--- src/lm3_pkg.sv ---
// Shared types and constants for the 3x3 local-maximum detector.
// Used by the column cell, the line memory and the top level; no dependencies.
`default_nettype none

package lm3_pkg;

  // pixel and geometry widths
  localparam int unsigned PIX_W     = 16;
  localparam int unsigned MAX_WIDTH = 1024;
  localparam int unsigned ADDR_W    = $clog2(MAX_WIDTH);
  localparam int unsigned WIDTH_W   = 11;
  localparam int unsigned HEIGHT_W  = 16;
  localparam int unsigned COL_W     = 10;

  // configuration register indexes
  localparam int unsigned CFG_IDX_W = 2;
  localparam logic [CFG_IDX_W-1:0] CFG_THRESHOLD = 2'd0;
  localparam logic [CFG_IDX_W-1:0] CFG_WIDTH     = 2'd1;
  localparam logic [CFG_IDX_W-1:0] CFG_HEIGHT    = 2'd2;

  // configuration reset values and geometry minimums
  localparam logic [PIX_W-1:0]    THRESHOLD_RST = 16'd1;
  localparam logic [WIDTH_W-1:0]  WIDTH_RST     = 11'd1024;
  localparam logic [HEIGHT_W-1:0] HEIGHT_RST    = 16'd1024;
  localparam logic [WIDTH_W-1:0]  WIDTH_MIN     = 11'd3;
  localparam logic [HEIGHT_W-1:0] HEIGHT_MIN    = 16'd3;

  typedef logic signed [PIX_W-1:0] pix_t;

  // one window column, top row to bottom row
  typedef struct packed {
    pix_t top;
    pix_t mid;
    pix_t bot;
  } column_t;

endpackage

`default_nettype wire

--- src/lm3_col_cell.sv ---
// One column cell of the 3x3 window: holds a column and passes it on.
// Also flags whether the window center beats all pixels it holds but itself; uses lm3_pkg.
`default_nettype none

module lm3_col_cell (
  input  wire logic             clk_i,
  input  wire logic             shift_i,
  input  wire lm3_pkg::column_t col_i,
  input  wire lm3_pkg::pix_t    ctr_i,
  input  wire logic             skip_mid_i,
  output lm3_pkg::column_t      col_o,
  output logic                  gt_o
);

  lm3_pkg::column_t col_q;

  // column register, loads on each window shift
  always_ff @(posedge clk_i) begin
    if (shift_i) begin
      col_q <= col_i;
    end
  end

  // center strictly greater than held pixels; the center itself is skipped
  always_comb begin
    gt_o = (ctr_i > col_q.top) && (ctr_i > col_q.bot) && (skip_mid_i || (ctr_i > col_q.mid));
  end

  assign col_o = col_q;

endmodule

`default_nettype wire

--- config.mk ---
export PLATFORM = sky130hd
export DESIGN_NAME = lm3_col_cell
export DESIGN_NICKNAME = d
export VERILOG_FILES = /design/src/lm3_pkg.sv /design/src/lm3_col_cell.sv
export SDC_FILE = /design/constraint.sdc
export NUM_CORES = 1
export LEC_CHECK = 0
export BUFFER_PORTS_ARGS = -buffer_cell sky130_fd_sc_hd__clkbuf_2
export CAP_MARGIN = 20
export CORE_ASPECT_RATIO = 0.75
export CORE_UTILIZATION = 43
export DETAILED_ROUTE_END_ITERATION = 10
export PLACE_DENSITY = 0.82
export SYNTH_ARGS = -nofsm -noshare
export SYNTH_HDL_FRONTEND = slang
export SYNTH_SLANG_ARGS = --single-unit
--- constraint.sdc ---
create_clock -name clk_i -period 1.8 [get_ports clk_i]
set_input_delay 0 -clock clk_i [delete_from_list [all_inputs] [get_ports clk_i]]
set_output_delay 0 -clock clk_i [all_outputs]
set_load 0.05 [all_outputs]
-- Word-level counts from Yosys, hierarchy flattened
Index checks and enable logic that the tools add are counted.
- register bits after elaboration: 48
- output and inout bits: 49
- word-level logic and storage cells: 9
- bits of input ports: 67
- $lt $le $gt $ge: 3
- reductions and logical operators: 3
- operator list (cell ; count):
    > comparator 16 bit ; 3
    logical AND 1 bit ; 2
    logical OR 1 bit ; 1

-- Depth between registers and ports, before layout
Gate-level depths: netlist (run 1).
- depth in word-level cells: 3
- gate-level depth with buffers: 8
- gate-level depth less buffers: 8

-- Least setup slack after synthesis (run 1)
OpenSTA, ideal clock, no wires.
- path type: reg2out
- start: register col_q (netlist bit col_o[15])
- end: output gt_o
- cell stages (with the launch flop): 9
- required time: 1.800 ns
- buffers on the path: 0
- arrival time: 3.597 ns
- path slack: -1.797 ns
- cell sequence: edfxtp_1 inv_1 ha_1 nand4_1 or4_1 a21oi_2 a2111oi_4 mux2i_1 nor4bb_1
- word-level cells in the longest chain between the ends: 3
- ends and longest elaborated chain (item ; RTL line ; RTL):
    from (decl) ; lm3_col_cell.sv:15 ; lm3_pkg::column_t col_q;
    from (signal assigned) ; lm3_col_cell.sv:20 ; col_q <= col_i;
    > comparator 16 bit ; lm3_col_cell.sv:26 ; gt_o = (ctr_i > col_q.top) && (ctr_i > col_q.bot) && (skip_mid_i || (ctr_i > col_q.mid));
    logical AND 1 bit (2 in a row) ; lm3_col_cell.sv:26 ;
    to (decl) ; lm3_col_cell.sv:12 ; output logic gt_o
Every way passes these cells.

-- Worst setup path in the final report (run 1)
- start: register col_q (netlist bit col_o[13])
- end: output gt_o
Same word-level chain as after synthesis.

==> reports/results.txt, run 1 <==
post-synthesis sequential area ratio -> 53.4%
root buffer cell -> clkbuf_8
die height -> 70.6 um
post-route DRC violation count -> 0
Clock transition at path regs -> 0.08 ns
Post-DP HPWL -> 5160 um
Min Hold Slack -> 0.338 ns
clk sinks -> 48
crit-path max cell delay -> 0.50 ns
Nets -> 545
RSZ-0062 raised after global routing -> yes
total power -> 3.09 mW
final hold vios -> 0
Worst Path Required -> 1.80 ns
Initial Util -> 45.4%
outcome -> finished with violations
commonest non-fill, non-tap cell in the layout -> clkbuf_2
total CTS buffers -> 5
Yosys reg bits -> 48
area grow syn2layout -> 61.3%
Placement Cell Area -> 3730 sq um
vias per cell -> 4.73
setup TNS -> -0.785 ns
row count -> 24
routability cong. -> 0.801
CP max FO -> 3
largest net degree at the start of global routing -> 49
Rel. slew slack -> 58.2%
most frequent cells in the layout -> 114 x clkbuf_2, 48 x edfxtp_1, 48 x dlygate4sd3_1
Slew Limit Fails -> 0
Yosys Warn Count -> 0
design area -> 4350 sq um
slowest cell on the critical path -> or4_4
total number of H-tree levels -> 2
Longest Clk Path Bufs -> 2
Final min period -> 2.58 ns
max FFs per register -> 48
Final WS setup -> -0.785 ns
Netlist cell types -> 28
Placed Cells -> 449
post-synth top area share -> 53.4%
I/O Buffers -> 115
pre-CTS WS -> -0.510 ns
Final setup viols -> 1
biggest area consumer among synthesized cells -> edfxtp_1
Mean Syn Cell Area -> 12.3 sq um
CP cell instances -> inv_1 > ha_1 > nand4_1 > or4_4 > a21oi_4 > a2111oi_4 > mux2i_1 > nor4bb_4 > buf_12
I/O pins -> 116
CTS tree -> yes
maximum VDD drop -> 0.515 mV
Worst Setup End Kind -> primary output
syn_nets -> 334
grt ovf -> 0
GRT Util Overall -> 21.9%
worst slew pin tran -> 0.626 ns
Routed Antenna Nets -> 0
Routed Wire Length -> 7070 um
Post-Layout Cell Count -> 509
drt pass-1 iters -> 4
PwrDens -> 710 nW/um^2
first-pass GRT wire length -> 11100 um
vias in the first global route -> 2477
synth top area cells -> edfxtp_1 53%, ha_1 22%, inv_1 7.0%
CP startpoint kind -> register
FMAX -> 0.387 GHz
Ant. Diodes -> 0
CP bufs+invs -> 2
Starting DRT DRC Count -> 62
FILL cells -> 423
initial antenna violation count -> 0
DR vias -> 2407
Gate Count Post-Synth -> 219
maxcap violations -> 0
fin crit share -> 144%
routed len/inst -> 13.9 um
DIE AREA -> 6600 sq um
Top delay family on crit path -> simple AND/OR/NAND/NOR gates
P_leak -> 2.21 nW
Post-Synthesis Cell Area -> 2700 sq um
failing checks -> setup timing
Crit Path Category -> register to primary output
Worst EP arrival -> 2.58 ns
share of cells above drive strength 1 -> 41.1%
hold crit path type -> input pin to register
Core ar. -> 5950 sq um
chip width -> 93.5 um
Core Util, Final -> 73.2%
## power breakdown
group,switching [mW],internal (mW),total (mW)
sequential,0.0467,1.33,1.38
combinational,0.655,0.447,1.10
clock,0.341,0.271,0.612
## cell type report
class | instances | area, sq um | area share, %
clock buffers | 7 | 76.3 | 1.75
clock inverters | 1 | 3.75 | 0.0862
inverters | 50 | 188 | 4.31
multi-input cells | 121 | 1170 | 26.8
flip-flops and latches | 48 | 1440 | 33.1
well taps | 78 | 97.6 | 2.24
repair buffers | 204 | 1380 | 31.7
## what timing repair did
action	CTS	global route
gates resized for setup	1	2
buffers inserted	0	4
endpoints found under the setup margin	1	1
gates cloned	0	0
hold endpoints to repair	48	0
hold buffers	48	0
pin swaps	2	4
## synth_stat cells
master	instances
o211ai_1	1
a31oi_1	2
inv_1	50
nand4_1	9
a21oi_2	2
o31ai_1	1
o221ai_1	2
a2111oi_4	1
o21a_1	1
mux2i_1	2
nor4bb_1	1
nor2_1	7
nor4_2	1
nand3b_1	1
a311o_1	1
nand3_1	2
edfxtp_1	48
o2111ai_1	1
o21ai_0	1
a21o_1	7
nand2_1	9
or4_1	1
nor2b_1	2
a221oi_1	1
a21oi_1	15
ha_1	48
nor4_1	1
o21ai_2	1
## kinds of logic after synthesis
group	Yosys count	synth area share, %
simple gates	34	6.77
buf+inv	50	6.95
mux	2	0.742
flops	48	53.4
fa+ha+maj	48	22.3
compound gates	37	9.88
## path summary, 6_finish.rpt
| check | from | endpoint | depth (start not counted) | slack (ns) |
|---|---|---|---|---|
| max | col_o[13] | gt_o | 9 | -0.78 |
| min | shift_i | col_o[1] | 2 | 0.34 |
## layer usage
layer / track usage [%] / up-vias / share of wire (%)
met5: 0 / - / 0
met2: 38.9 / 86 / 49
met1: 27.2 / 1104 / 44
li1: - / 1213 / -
met3: 5.70 / 4 / 6.3
met4: 4.10 / 0 / 0.65
No activity file was read; power rests on OpenSTA's default activity.
==> run 2, diff against run 1 <==
--- a/config.mk
+++ b/config.mk
@@ -11,6 +11,7 @@
 export CORE_UTILIZATION = 43
 export DETAILED_ROUTE_END_ITERATION = 10
 export PLACE_DENSITY = 0.82
+export RECOVER_POWER = 100
 export SYNTH_ARGS = -nofsm -noshare
 export SYNTH_HDL_FRONTEND = slang
 export SYNTH_SLANG_ARGS = --single-unit
==> run 2 against run 1 <==
  * The flow still finishes with violations (setup timing)
  * Clock power is essentially flat
  * Non-clock buffer count is the same
  * Die area is the same
  * First-iteration DRC count grew 9.7%
  * Utilization shrank 1.1 points
  * Power shrank 0.68%
  * Cell count is the same
  * Global-route usage is the same
  * Critical path depth is the same
  * Combinational power is essentially flat
==> reports/results.txt, run 2 (synthesis results as in run 1) <==
outcome -> finished with violations (unchanged)
failing checks -> setup timing (unchanged)
clk sinks -> 48 (unchanged)
met3 wire len -> 431 um (was 444 um)
hold crit path type -> input pin to register (unchanged)
PwrDens -> 716 nW/um^2 (was 710 nW/um^2)
Final setup viols -> 1 (unchanged)
Starting DRT DRC Count -> 68 (was 62)
grt ovf -> 0 (unchanged)
I/O Buffers -> 115 (unchanged)
Slew Limit Fails -> 0 (unchanged)
total CTS buffers -> 5 (unchanged)
vias in the first global route -> 2477 (unchanged)
Post-Layout Cell Count -> 509 (unchanged)
FMAX -> 0.388 GHz (was 0.387 GHz)
pre-CTS WS -> -0.510 ns (unchanged)
Ant. Diodes -> 0 (unchanged)
Longest Clk Path Bufs -> 2 (unchanged)
maxcap violations -> 0 (unchanged)
CP startpoint -> col_o[13] (unchanged)
first-pass GRT wire length -> 11100 um (unchanged)
design area -> 4290 sq um (was 4350 sq um)
chip width -> 93.5 um (unchanged)
Routed Antenna Nets -> 0 (unchanged)
fin crit share -> 143% (was 144%)
commonest non-fill, non-tap cell in the layout -> clkbuf_2 (unchanged)
Post-DP HPWL -> 5160 um (unchanged)
CTS tree -> yes (unchanged)
Placed Cells -> 449 (unchanged)
Worst Path Required -> 1.80 ns (about the same)
GRT Util Overall -> 21.9% (unchanged)
maximum VDD drop -> 0.517 mV (was 0.515 mV)
vias per cell -> 4.73 (unchanged)
P_leak -> 2.07 nW (was 2.21 nW)
total number of H-tree levels -> 2 (unchanged)
Clock transition at path regs -> 0.09 ns (was 0.08 ns)
largest net degree at the start of global routing -> 49 (unchanged)
area grow syn2layout -> 59.0% (was 61.3%)
Initial Util -> 45.4% (unchanged)
CP max FO -> 3 (unchanged)
total power -> 3.07 mW (was 3.09 mW)
Routed Wire Length -> 7080 um (was 7070 um)
root buffer cell -> clkbuf_8 (unchanged)
post-route DRC violation count -> 0 (unchanged)
DIE AREA -> 6600 sq um (unchanged)
Rel. slew slack -> 19.3% (was 58.2%)
max FFs per register -> 48 (unchanged)
Nets -> 545 (unchanged)
die height -> 70.6 um (unchanged)
CP startpoint kind -> register (unchanged)
Worst EP arrival -> 2.58 ns (about the same)
Final WS setup -> -0.780 ns (was -0.785 ns)
WL met1 -> 3160 um (was 3120 um)
worst slew pin tran -> 1.21 ns (was 0.626 ns)
Worst Setup End Kind -> primary output (unchanged)
Core ar. -> 5950 sq um (unchanged)
share of cells above drive strength 1 -> 29.9% (was 41.1%)
DR vias -> 2407 (unchanged)
routed len/inst -> 13.9 um (about the same)
setup TNS -> -0.780 ns (was -0.785 ns)
RSZ-0062 raised after global routing -> yes (unchanged)
Placement Cell Area -> 3730 sq um (unchanged)
I/O pins -> 116 (unchanged)
most frequent cells in the layout -> 67 x clkbuf_2, 50 x clkbuf_1, 48 x edfxtp_1, 48 x dlygate4sd3_1, 47 x inv_1 (was 114 x clkbuf_2, 48 x edfxtp_1, 48 x dlygate4sd3_1)
Top Layer Used -> met4 (unchanged)
Final min period -> 2.58 ns (about the same)
drt pass-1 iters -> 4 (unchanged)
DR WL met2 -> 3440 um (was 3460 um)
initial antenna violation count -> 0 (unchanged)
row count -> 24 (unchanged)
final hold vios -> 0 (unchanged)
Crit Path Category -> register to primary output (unchanged)
routability cong. -> 0.801 (unchanged)
end of the critical path -> gt_o (unchanged)
run 2: cell types whose count changed in the layout (fill, tap and decap cells not counted), sizes merged:
cell,change
buf,-1
clkbuf,+1
run 2: worst max-delay path, stage by stage, from the launching register on:
cell and delay, ns:
edfxtp_1 0.37, inv_1 0.05, ha_1 0.29, nand4_1 0.18
or4_4 0.50, a21oi_4 0.15, a2111oi_4 0.06, mux2i_1 0.16
nor4bb_4 0.34, buf_12 0.18
run 2: power breakdown:
part           total, mW  internal, mW  switching [mW]
clock network      0.612         0.271           0.341
registers           1.38          1.33          0.0468
logic               1.08         0.425           0.655
total               3.07          2.03            1.04
run 2: area by class of cell:
| cell class | count | area, sq um |
|---|---|---|
| fillers | 461 | 1660 |
| flip-flops and latches | 48 | 1440 |
| repair buffers | 204 | 1320 |
| multi-input cells | 121 | 1170 |
| inverters | 50 | 188 |
| well taps | 78 | 97.6 |
| clock buffers | 7 | 76.3 |
| clock inverters | 1 | 3.75 |
run 2: worst min path at each step:
stage,startpoint,to,cells after the start
after detailed placement,col_i[23],col_o[23],1
after CTS,shift_i,col_o[26],2
after floorplan,col_i[0],col_o[0],0
after global placement,col_i[30],col_o[30],1
after global routing,col_i[27],col_o[27],2
final,col_i[24],col_o[24],2
run 2: what timing repair did:
item	in CTS	in global routing
pin swaps	2	4
hold buffers	48	0
gates cloned	0	0
endpoints found under the setup margin	1	1
buffers inserted	0	4
hold endpoints to repair	48	0
gates resized for setup	1	2
run 2: layer usage:
metal | global-route usage (%) | vias up
li1 | - | 1213
met1 | 27.2 | 1106
met2 | 38.9 | 84
met3 | 5.70 | 4
met4 | 4.10 | 0
met5 | 0 | -
run 2: per-stage QoR:
step	utilization [%]	hold WS, ns
after floorplan	-	0.0989
after global placement	62.8	0.177
after detailed placement	62.8	0.179
after CTS	72.5	0.346
after global routing	72.2	0.415
final	72.2	0.419
==> run 3, diff against run 2 <==
--- a/config.mk
+++ b/config.mk
@@ -8,9 +8,9 @@
 export BUFFER_PORTS_ARGS = -buffer_cell sky130_fd_sc_hd__clkbuf_2
 export CAP_MARGIN = 20
 export CORE_ASPECT_RATIO = 0.75
-export CORE_UTILIZATION = 43
+export CORE_UTILIZATION = 25
 export DETAILED_ROUTE_END_ITERATION = 10
-export PLACE_DENSITY = 0.82
+export PLACE_DENSITY = 0.55
 export RECOVER_POWER = 100
 export SYNTH_ARGS = -nofsm -noshare
 export SYNTH_HDL_FRONTEND = slang
==> run 3 against run 2 <==
  * The run still ends with setup timing left
  * Non-clock buffer count up 11
  * Flip-flop and latch count unchanged
  * Largest cell class unchanged
  * Final area up 5.1%
==> reports/results.txt, run 3 (synthesis results as in run 1) <==
CTS tree -> yes (unchanged)
grt ovf -> 0 (unchanged)
GRT Util Overall -> 13.8% (was 21.9%)
Ant. Diodes -> 0 (unchanged)
Rel. slew slack -> 16.4% (was 19.3%)
CP max FO -> 2 (was 3)
I/O pins -> 116 (unchanged)
chip width -> 122 um (was 93.5 um)
FILL cells -> 1003 (was 461)
DIE AREA -> 11200 sq um (was 6600 sq um)
Worst EP arrival -> 2.57 ns (was 2.58 ns)
Crit Path Category -> register to primary output (unchanged)
initial antenna violation count -> 0 (unchanged)
Final WS setup -> -0.766 ns (was -0.780 ns)
max FFs per register -> 48 (unchanged)
post-route DRC violation count -> 0 (unchanged)
Placement Cell Area -> 3930 sq um (was 3730 sq um)
clk sinks -> 48 (unchanged)
RSZ-0062 raised after global routing -> yes (unchanged)
P_leak -> 2.15 nW (was 2.07 nW)
vias in the first global route -> 2447 (was 2477)
die height -> 92.0 um (was 70.6 um)
PwrDens -> 761 nW/um^2 (was 716 nW/um^2)
Routed Wire Length -> 7510 um (was 7080 um)
Worst Setup End Kind -> primary output (unchanged)
Worst Path Required -> 1.80 ns (about the same)
Clock transition at path regs -> 0.07 ns (was 0.09 ns)
FMAX -> 0.390 GHz (was 0.388 GHz)
routed len/inst -> 13.0 um (was 13.9 um)
Final min period -> 2.57 ns (was 2.58 ns)
Longest Clk Path Bufs -> 2 (unchanged)
most frequent cells in the layout -> 68 x clkbuf_2, 51 x buf_4, 48 x edfxtp_1, 48 x dlygate4sd3_1, 47 x clkbuf_1 (was 67 x clkbuf_2, 50 x clkbuf_1, 48 x edfxtp_1, 48 x dlygate4sd3_1, 47 x inv_1)
failing checks -> setup timing (unchanged)
routability cong. -> 0.787 (was 0.801)
maxcap violations -> 0 (unchanged)
Initial Util -> 26.0% (was 45.4%)
Routed Antenna Nets -> 0 (unchanged)
pre-CTS WS -> -0.533 ns (was -0.510 ns)
total CTS buffers -> 5 (unchanged)
largest net degree at the start of global routing -> 49 (unchanged)
fin crit share -> 143% (about the same)
share of cells above drive strength 1 -> 33.0% (was 29.9%)
first-pass GRT wire length -> 11800 um (was 11100 um)
design area -> 4510 sq um (was 4290 sq um)
Starting DRT DRC Count -> 99 (was 68)
area grow syn2layout -> 67.1% (was 59.0%)
outcome -> finished with violations (unchanged)
worst slew pin tran -> 1.25 ns (was 1.21 ns)
commonest non-fill, non-tap cell in the layout -> clkbuf_2 (unchanged)
vias per cell -> 4.18 (was 4.73)
Post-DP HPWL -> 5910 um (was 5160 um)
root buffer cell -> clkbuf_16 (was clkbuf_8)
I/O Buffers -> 115 (unchanged)
final hold vios -> 0 (unchanged)
hold crit path type -> input pin to register (unchanged)
DR vias -> 2417 (was 2407)
maximum VDD drop -> 0.326 mV (was 0.517 mV)
CP startpoint kind -> register (unchanged)
total number of H-tree levels -> 2 (unchanged)
Final setup viols -> 1 (unchanged)
drt pass-1 iters -> 4 (unchanged)
Core ar. -> 10400 sq um (was 5950 sq um)
row count -> 32 (was 24)
Slew Limit Fails -> 0 (unchanged)
Nets -> 556 (was 545)
==> run 3: cell count changes in the layout (fill, tap and decap cells not counted), sizes merged <==
cell / change
buf: +11
clkbuf: -2
clkinv: +2
==> run 3: cell type report <==
cell class | count | area (sq um) | area share [%]
Clock inverter | 3 | 18.8 | 0.416
Tap cell | 136 | 170 | 3.77
Sequential cell | 48 | 1440 | 32.0
Inverter | 50 | 188 | 4.16
Clock buffer | 5 | 125 | 2.77
Multi-Input combinational cell | 121 | 1170 | 25.9
Timing Repair Buffer | 215 | 1400 | 31.0
==> run 3: where the power goes <==
group	switching [mW]	total (mW)	internal [mW]
combinational	0.664	1.11	0.448
clock	0.426	0.939	0.513
sequential	0.0483	1.38	1.33
total	1.14	3.43	2.29
==> run 3: worst max-delay path, cell delays in order, from the launching register on <==
cell,delay (ns)
edfxtp_1,0.37
inv_2,0.06
ha_4,0.26
nand4_1,0.12
or4_4,0.56
a21oi_4,0.16
a2111oi_4,0.06
mux2i_1,0.16
nor4bb_4,0.35
buf_12,0.18
==> run 3: final timing paths <==
kind / startpoint / to / depth (start not counted)
worst min-delay path: col_i[32] / col_o[32] / 2
worst max-delay path: col_o[5] / gt_o / 9
==> run 3: what timing repair did <==
item	4_1_cts	5_1_grt
pin swaps	2	2
endpoints found under the hold margin	48	0
endpoints found under the setup margin	1	1
gates resized for setup	2	3
buffers inserted	0	1
hold buffers	48	0
cloned	0	0
==> run 3: per-stage QoR <==
stage | TNS (ns) | power [mW] | utilization (%) | instances | hold WS (ns)
6_report | -0.766 | 3.43 | 43.5 | 578 | 0.418
5_1_grt | -0.916 | 3.61 | 43.5 | 578 | 0.417
4_1_cts | -0.791 | 3.50 | 44.0 | 577 | 0.209
3_5_place_dp | -0.533 | 2.46 | 37.8 | 521 | 0.179
3_3_place_gp | -0.543 | 2.44 | 37.8 | 521 | 0.177
2_1_floorplan | -0.852 | 2.01 | - | 219 | 0.0989
==> run 3: metal layers <==
layer / vias to the layer above / global-route usage [%] / wire [um]
met2: 83 / 21.4 / 3220
met5: - / 0 / 0
met3: 2 / 3.79 / 511
li1: 1238 / - / -
met4: 0 / 2.16 / 27
met1: 1094 / 19.2 / 3750
